`src/hdl/keyed_hash_cache_linear_probe_macros.svh`:
```
// ----------------------------------------------------------------------------
// keyed_hash_cache_linear_probe_macros
// assertion shorthands shared by the cache modules
// ----------------------------------------------------------------------------
`ifndef KEYED_HASH_CACHE_LINEAR_PROBE_MACROS_SVH
`define KEYED_HASH_CACHE_LINEAR_PROBE_MACROS_SVH

// clocked check, masked while reset is asserted
`define KHC_ASSERT(lbl, clk, rstn, prop, msg) \
    lbl: assert property (@(posedge clk) disable iff (!rstn) prop) else $error(msg);

// clocked check that also holds during reset
`define KHC_ASSERT_ALWAYS(lbl, clk, prop, msg) \
    lbl: assert property (@(posedge clk) prop) else $error(msg);

`endif

```
`src/hdl/khc_pkg.sv`:
```
// ----------------------------------------------------------------------------
// khc_pkg
// shared types and constants of the keyed hash cache
// ----------------------------------------------------------------------------
`default_nettype none

package khc_pkg;

    // result slot field width
    localparam int SLOT_W = 15;

    // hash multipliers
    localparam logic [31:0] MUL_CP = 32'd2654435761;
    localparam logic [31:0] MUL_FH = 32'd2246822519;

    // operation codes
    localparam logic [1:0] CMD_LOOKUP = 2'd0;
    localparam logic [1:0] CMD_INSERT = 2'd1;
    localparam logic [1:0] CMD_CLEAR  = 2'd2;

    // input transfer payload
    typedef struct packed {
        logic [1:0]  cmd;
        logic [31:0] code_point;
        logic [31:0] font_id;
        logic [15:0] value_in;
    } khc_in_t;

    // result transfer payload
    typedef struct packed {
        logic              hit;
        logic [15:0]       value_out;
        logic [SLOT_W-1:0] slot;
    } khc_out_t;

    // one table entry as kept in memory
    typedef struct packed {
        logic        occupied;
        logic [63:0] key;
        logic [15:0] value;
    } khc_entry_t;

    // controller states
    typedef enum logic [3:0] {
        S_INIT,
        S_IDLE,
        S_HASH,
        S_HOME,
        S_PRB_FIRST,
        S_PROBE,
        S_WRITE,
        S_CLEAR,
        S_DONE
    } khc_state_t;

    // controller to datapath commands
    typedef struct packed {
        logic load_in;
        logic hash_en;
        logic home_clr;
        logic home_run;
        logic prb_first;
        logic prb_eval;
        logic mem_rd;
        logic mem_wr;
        logic wr_clear;
        logic clr_step;
        logic res_load;
    } khc_ctl_t;

    // datapath to controller status
    typedef struct packed {
        logic [1:0] new_cmd;
        logic       is_insert;
        logic       home_done;
        logic       prb_decide;
        logic       clr_last;
        logic       out_free;
    } khc_sts_t;

endpackage

`default_nettype wire

```
`src/hdl/khc_ctrl.sv`:
```
// ----------------------------------------------------------------------------
// khc_ctrl
// sequencer for hash, home slot reduction, probing, writes and clear sweeps
// ----------------------------------------------------------------------------
`default_nettype none

module khc_ctrl import khc_pkg::*; (
    input  logic     aclk,
    input  logic     aresetn,
    input  logic     s_valid,
    output logic     s_ready,
    input  khc_sts_t sts,
    output khc_ctl_t ctl
);

`include "keyed_hash_cache_linear_probe_macros.svh"

    khc_state_t state_reg;
    khc_state_t state_next;

    // state register
    always_ff @(posedge aclk) begin
        if (!aresetn) begin
            state_reg <= S_INIT;
        end else begin
            state_reg <= state_next;
        end
    end

    // next state
    always_comb begin
        state_next = state_reg;
        unique case (state_reg)
            S_INIT: begin
                if (sts.clr_last) state_next = S_IDLE;
            end
            S_IDLE: begin
                if (s_valid) begin
                    unique case (sts.new_cmd)
                        CMD_LOOKUP: state_next = S_HASH;
                        CMD_INSERT: state_next = S_HASH;
                        CMD_CLEAR:  state_next = S_CLEAR;
                        default:    state_next = S_DONE;
                    endcase
                end
            end
            S_HASH: begin
                state_next = S_HOME;
            end
            S_HOME: begin
                if (sts.home_done) state_next = S_PRB_FIRST;
            end
            S_PRB_FIRST: begin
                state_next = S_PROBE;
            end
            S_PROBE: begin
                if (sts.prb_decide) begin
                    state_next = sts.is_insert ? S_WRITE : S_DONE;
                end
            end
            S_WRITE: begin
                state_next = S_DONE;
            end
            S_CLEAR: begin
                if (sts.clr_last) state_next = S_DONE;
            end
            S_DONE: begin
                if (sts.out_free) state_next = S_IDLE;
            end
            default: begin
                state_next = S_INIT;
            end
        endcase
    end

    // command outputs
    always_comb begin
        ctl     = '0;
        s_ready = 1'b0;
        unique case (state_reg)
            S_INIT: begin
                ctl.mem_wr   = 1'b1;
                ctl.wr_clear = 1'b1;
                ctl.clr_step = 1'b1;
            end
            S_IDLE: begin
                s_ready     = 1'b1;
                ctl.load_in = s_valid;
            end
            S_HASH: begin
                ctl.hash_en  = 1'b1;
                ctl.home_clr = 1'b1;
            end
            S_HOME: begin
                ctl.home_run = 1'b1;
            end
            S_PRB_FIRST: begin
                ctl.prb_first = 1'b1;
                ctl.mem_rd    = 1'b1;
            end
            S_PROBE: begin
                ctl.prb_eval = 1'b1;
                ctl.mem_rd   = !sts.prb_decide;
            end
            S_WRITE: begin
                ctl.mem_wr = 1'b1;
            end
            S_CLEAR: begin
                ctl.mem_wr   = 1'b1;
                ctl.wr_clear = 1'b1;
                ctl.clr_step = 1'b1;
            end
            S_DONE: begin
                ctl.res_load = sts.out_free;
            end
            default: begin
                ctl = '0;
            end
        endcase
    end

    // assertions
    `KHC_ASSERT(a_accept_leaves_idle, aclk, aresetn, (s_valid && s_ready) |=> (state_reg != S_IDLE), "accepted transfer left controller idle")
    `KHC_ASSERT(a_result_then_idle, aclk, aresetn, ctl.res_load |=> (state_reg == S_IDLE), "result loaded without return to idle")
    `KHC_ASSERT(a_ready_only_idle, aclk, aresetn, s_ready |-> (state_reg == S_IDLE), "input ready outside idle")
    `KHC_ASSERT_ALWAYS(a_reset_to_init, aclk, !aresetn |=> (state_reg == S_INIT), "reset did not return controller to init")

endmodule

`default_nettype wire

```
`config.mk`:
```
export PLATFORM = sky130hd
export DESIGN_NAME = khc_ctrl
export DESIGN_NICKNAME = d
export VERILOG_FILES = /design/src/hdl/khc_pkg.sv /design/src/hdl/khc_ctrl.sv
export VERILOG_INCLUDE_DIRS = /design/src /design/src/hdl
export SDC_FILE = /design/constraint.sdc
export NUM_CORES = 1
export LEC_CHECK = 0
export CORE_AREA = 5 5 42 44
export CTS_BUF_LIST = sky130_fd_sc_hd__clkbuf_4 sky130_fd_sc_hd__clkbuf_8
export DETAILED_ROUTE_END_ITERATION = 6
export DIE_AREA = 0 0 47 49
export DONT_BUFFER_PORTS = 1
export HOLD_SLACK_MARGIN = 0.15
export PLACE_DENSITY_LB_ADDON = 0.1
export SLEW_MARGIN = 20
export SYNTH_ARGS = -nofsm -noshare
export SYNTH_HDL_FRONTEND = slang
export SYNTH_SLANG_ARGS = --single-unit
```
`constraint.sdc`:
```
create_clock -name aclk -period 1.6 [get_ports aclk]
set_input_delay 0.16 -clock aclk [delete_from_list [all_inputs] [get_ports aclk]]
set_output_delay 0.16 -clock aclk [all_outputs]
set_load 0.01 [all_outputs]
```
==> impl_metrics.py, run 1 <==
metrics = {
    "status": {
        "status": "complete, no violations",
    },
    "floorplan": {
        "die_area_um2": 2303,
        "fp.dieW_um": 47,
        "pin_count": 22,
        "initial_core_util_pct": 30.63,
        "dieHeight_um": 49,
        "fp-row-count": 14,
        "core_region_area_um2": 1401,
    },
    "clock_tree": {
        "path_clk_slew_ns": 0.04,
        "tritoncts": "done",
        "clock_sinks": 4,
        "post-cts-setup-buffers": 0,
        "cts_made_buffers": 3,
        "htree_levels": 1,
        "cts_root_buf": "clkbuf_4",
        "cts_buffer_depth": 2,
        "clk_latency_ns": 0.24,
    },
    "global_route": {
        "met3_usage_pct": 4.059,
        "met2_usage_pct": 16.52,
        "grt_antenna_before_repair": 0,
        "grt_use_total_pct": 11.12,
        "grt.busiest_layer": "met2",
        "grt_max_degree": 10,
        "grt_pass1_vias": 457,
        "grt_pass1_wl_um": 1897,
        "gr-total-overflow": 0,
        "use_met1_pct": 13.60,
    },
    "timing": {
        "drv_slew": 0,
        "slew_headroom_pct": 73.88,
        "tightestPinTransition_ns": 0.3904,
        "fin_crit_ns": 1.493,
        "hold_viol_final": 0,
        "timing.final.crit_share_pct": 93.34,
        "finClkSkew_ns": 0.002690,
        "rsz0062_at_grt": "false",
        "tns_ns": 0,
        "finalSetupViolCount": 0,
        "max_freq_mhz": 669.6,
        "holdWs_ns": 0.1917,
    },
    "finish": {
        "layout_commonest_cell": "buf_4",
        "layout-drive-gt1-share_pct": 26.56,
        "finalInstanceArea_um2": 511.7,
        "fillers": 155,
        "antenna_cells": 0,
        "nNetsFinal": 76,
        "largest_reg_flops": 4,
        "final_cell_mix": "8 x buf_4, 7 x nor2_1, 5 x nand2_1",
        "area_delta_synth_final_pct": 19.24,
    },
    "route": {
        "drc": 0,
        "firstDrtPassIters": 4,
        "vias": 435,
        "drt_iter0_drc": 17,
        "drt-vias-per-instance": 5.438,
        "postRouteAntennaNets": 0,
        "wirelength_um": 1125,
        "wire_per_inst_um": 14.06,
    },
    "placed_design": {
        "place_area_um2": 471.7,
        "dp_hpwl_um": 870.6,
        "port_buffers": 0,
        "gp_congestion": 0.7529,
    },
    "worst_hold_path": {
        "min_path_type": "in -> reg",
    },
    "logic_synthesis": {
        "synth_warnings": 0,
        "ys_types": 28,
        "syn-num-nets": 68,
        "yosysSeqAreaShare_pct": 18.66,
        "syn_inst": 58,
        "yosysTopAreaCell": "dfxtp_1",
        "syn_area_per_cell_um2": 7.399,
        "netlist_area_um2": 429.2,
        "synth_area_leaders": "dfxtp_1 19%, buf_4 7.0%, nor2_1 6.1%, o311ai_4 6.1%, nand2b_1 5.8%",
        "synth_top_area_share_pct": 18.66,
        "ys_ff_latch": 4,
    },
    "power_and_ir_drop": {
        "peakVddDrop_uv": 865.7,
        "leakage_uw": 0.0002047,
        "power_density_nw_per_um2": 1895,
    },
    "critical_path": {
        "crit_fanout": 9,
        "crit_required_ns": 1.44,
        "start_kind": "register",
        "crit_type": "reg -> out",
        "worst_setup_path_end_kind": "output port",
        "arrival_ns": 1.33,
    },
    "job": {
        "maxCapViolations": 0,
    },
}
## power by group
group          total [uW]  internal (uW)  switching, uW
combinational         636            284            352
sequential            204            136           67.4
clock                 130           84.2           45.8
total                 970            505            465
## per-layer routing
layer	share of wire [%]	vias up	wire length, um
met5	0	-	0
met4	0	0	0
met3	10	0	113
met2	47	14	528
met1	43	199	483
li1	-	222	-
## Yosys cell counts
| library cell | n |
|---|---|
| a21bo_1 | 1 |
| o211ai_1 | 1 |
| nand4b_1 | 1 |
| o22ai_1 | 1 |
| mux2i_1 | 2 |
| or2_2 | 1 |
| buf_4 | 4 |
| dfxtp_1 | 4 |
| o21bai_1 | 1 |
| nor2b_1 | 2 |
| a21oi_1 | 4 |
| and2_1 | 1 |
| o311a_1 | 1 |
| nor3b_1 | 1 |
| clkbuf_1 | 2 |
| a221oi_1 | 1 |
| nand2_1 | 5 |
| o21a_1 | 1 |
| nor2_1 | 7 |
| or2_1 | 1 |
| inv_1 | 1 |
| and3_1 | 3 |
| o31a_1 | 1 |
| nor3_1 | 4 |
| nor3_2 | 1 |
| o2111ai_1 | 1 |
| o311ai_4 | 1 |
| nand2b_1 | 4 |
## final timing paths
check	start	to	slack (ns)	depth (start not counted)
hold reg to reg	state_reg[0]$_SDFFE_PN0P_	state_reg[2]$_SDFFE_PN0P_	0.73	3
hold / removal	sts[0]	state_reg[3]$_SDFFE_PN0P_	0.19	2
setup / recovery	state_reg[2]$_SDFFE_PN0P_	ctl[10]	0.11	4
setup reg to reg	state_reg[2]$_SDFFE_PN0P_	state_reg[1]$_SDFFE_PN0P_	0.12	5
## cell families (layout without fill, tap and decap cells)
logic type | after synthesis | in the layout | synth area share (%)
and+or+nand+nor | 31 | 31 | 38.78
AOI/OAI and AO/OA | 14 | 14 | 28.29
buffers and inverters | 7 | 13 | 9.621
DFF | 4 | 4 | 18.66
muxes | 2 | 2 | 4.665
## critical path, stage by stage, from the launching register on
cell and delay (ns):
dfxtp_1 0.38, buf_4 0.19, nand2b_1 0.18, nor3_2 0.14
and2_1 0.20
## per-stage QoR
step / power [uW] / std cells / util (%) / setup WS [ns]
global placement: 836.9 / 76 / 33.66 / 0.07374
detailed placement: 825.6 / 76 / 33.66 / 0.09226
CTS: 966.0 / 80 / 35.98 / 0.05236
finish: 969.8 / 80 / 36.52 / 0.1066
global route: 1062 / 80 / 36.52 / 0.002320
floorplan: 687.1 / 58 / - / 0.2329
## cell type report
type	instances	area (um^2)	share of cell area, %
Multi-Input combinational cell	47	312.8	61.12
Sequential cell	4	82.58	16.14
Inverter	1	3.754	0.7335
Clock buffer	3	22.52	4.401
Timing Repair Buffer	9	70.07	13.69
Tap cell	16	20.02	3.912
## repair_timing
item,4_1_cts,5_1_grt
hold buffers,1,0
setup endpoints to repair,0,6
endpoints found under the hold margin,4,0
resized for setup,0,3
Power figures use the tool's default switching activity.
==> run 2: changes to the inputs <==
--- a/config.mk
+++ b/config.mk
@@ -12,7 +12,9 @@
 export DIE_AREA = 0 0 47 49
 export DONT_BUFFER_PORTS = 1
 export HOLD_SLACK_MARGIN = 0.15
+export MAX_ROUTING_LAYER = met4
 export PLACE_DENSITY_LB_ADDON = 0.1
+export SKIP_CTS_REPAIR_TIMING = 1
 export SLEW_MARGIN = 20
 export SYNTH_ARGS = -nofsm -noshare
 export SYNTH_HDL_FRONTEND = slang
==> run 2 against run 1 <==
Net effect: sequential power hardly changed; via count unchanged; critical path type unchanged; die area unchanged.
==> impl_metrics.py, run 2 (synthesis results as in run 1) <==
metrics = {
    "critical_path": {
        "worstPathCellList": "buf_4, nand2b_1, nor3_2, and2_1",
        "arrival_ns": 1.33,
        "crit_buf_inv": 1,
        "worst_setup_path_end_kind": "output port",
        "critPathTopFamily": "simple AND/OR/NAND/NOR gates",
        "critical-path-max-stage-delay_ns": 0.38,
        "crit_required_ns": 1.44,
        "start_kind": "register",
        "crit_fanout": 9,
        "crit_type": "reg -> out",
        "slowest_stage": "dfxtp_1",
    },
    "clock_tree": {
        "tritoncts": "done",
        "cts_root_buf": "clkbuf_4",
        "cts_made_buffers": 3,
        "clk_latency_ns": 0.24,
        "clock_sinks": 4,
        "path_clk_slew_ns": 0.04,
        "cts_buffer_depth": 2,
        "htree_levels": 1,
    },
    "status": {
        "status": "complete, no violations",
    },
    "timing": {
        "rsz0062_at_grt": "false",
        "hold_viol_final": 0,
        "timing.final.crit_share_pct": 93.35,
        "slew_headroom_pct": 73.88,
        "max_freq_mhz": 669.6,
        "tns_ns": 0,
        "tightestPinTransition_ns": 0.3904,
        "finalSetupViolCount": 0,
        "finClkSkew_ns": 0.002840,
        "drv_slew": 0,
        "fin_crit_ns": 1.494,
    },
    "global_route": {
        "grt_pass1_vias": 451,
        "grt.busiest_layer": "met2",
        "gr-total-overflow": 0,
        "use_met1_pct": 13.60,
        "grt_antenna_before_repair": 0,
        "grt_use_total_pct": 11.26,
        "grt_max_degree": 10,
        "grt_pass1_wl_um": 1869,
        "met2_usage_pct": 16.29,
        "met3_usage_pct": 3.690,
    },
    "route": {
        "wirelength_um": 1137,
        "firstDrtPassIters": 4,
        "postRouteAntennaNets": 0,
        "wire_per_inst_um": 14.21,
        "drt-vias-per-instance": 5.438,
        "drc": 0,
        "vias": 435,
        "drt_iter0_drc": 19,
    },
    "finish": {
        "area_delta_synth_final_pct": 19.24,
        "regArea_um2": 82.58,
        "layout_commonest_cell": "buf_4",
        "nNetsFinal": 76,
        "layout-drive-gt1-share_pct": 26.56,
        "largest_reg_flops": 4,
        "fillers": 158,
        "antenna_cells": 0,
        "final_cell_mix": "8 x buf_4, 7 x nor2_1, 5 x nand2_1",
        "multi_input_area_um2": 312.8,
    },
    "floorplan": {
        "die_area_um2": 2303,
        "initial_core_util_pct": 30.63,
        "fp-row-count": 14,
        "pin_count": 22,
        "core_region_area_um2": 1401,
        "fp.dieW_um": 47,
        "dieHeight_um": 49,
    },
    "power_and_ir_drop": {
        "leakage_uw": 0.0002047,
        "peakVddDrop_uv": 878.9,
        "total_power_uw": 971.9,
        "power_density_nw_per_um2": 1899,
    },
    "placed_design": {
        "gp_congestion": 0.7626,
        "port_buffers": 0,
        "dp_hpwl_um": 870.6,
    },
    "job": {
        "maxCapViolations": 0,
    },
    "worst_hold_path": {
        "min_path_type": "in -> reg",
    },
}
run 2: per-stage QoR:
stage                     worst slack [ns]  cells  util [%]  area [um^2]  hold slack, ns
after detailed placement           0.09226     76     33.66        471.7          0.2901
after global placement             0.07374     76     33.66        471.7          0.2910
after CTS                          0.05236     79     35.27        494.2         0.04452
after floorplan                     0.2329     58         -        429.2          0.2777
final                               0.1065     80     36.52        511.7          0.1935
after global routing              0.002316     80     36.52        511.7          0.2053
run 2: path summary, 6_finish.rpt:
kind	slack, ns	cells past startpoint	to	start
max reg2reg	0.11	5	state_reg[1]$_SDFFE_PN0P_	state_reg[2]$_SDFFE_PN0P_
max	0.11	4	ctl[10]	state_reg[2]$_SDFFE_PN0P_
min reg2reg	0.73	3	state_reg[2]$_SDFFE_PN0P_	state_reg[0]$_SDFFE_PN0P_
min	0.19	2	state_reg[3]$_SDFFE_PN0P_	sts[0]
run 2: cell type report:
class                   instances  share of cell area [%]
well taps                      16                   3.912
clock buffers                   3                   4.401
multi-input cells              47                   61.12
repair buffers                  9                   13.69
inverters                       1                  0.7335
flip-flops and latches          4                   16.14
run 2: metal layers:
| layer | wire length, um | vias up |
|---|---|---|
| met5 | 0 | - |
| met4 | 6 | 0 |
| met3 | 106 | 2 |
| met2 | 527 | 14 |
| met1 | 496 | 198 |
| li1 | - | 221 |
run 2: report_power, final:
part	switching (uW)	internal [uW]
logic	354	284
registers	67.0	136
clock network	45.9	84.2
total	467	505
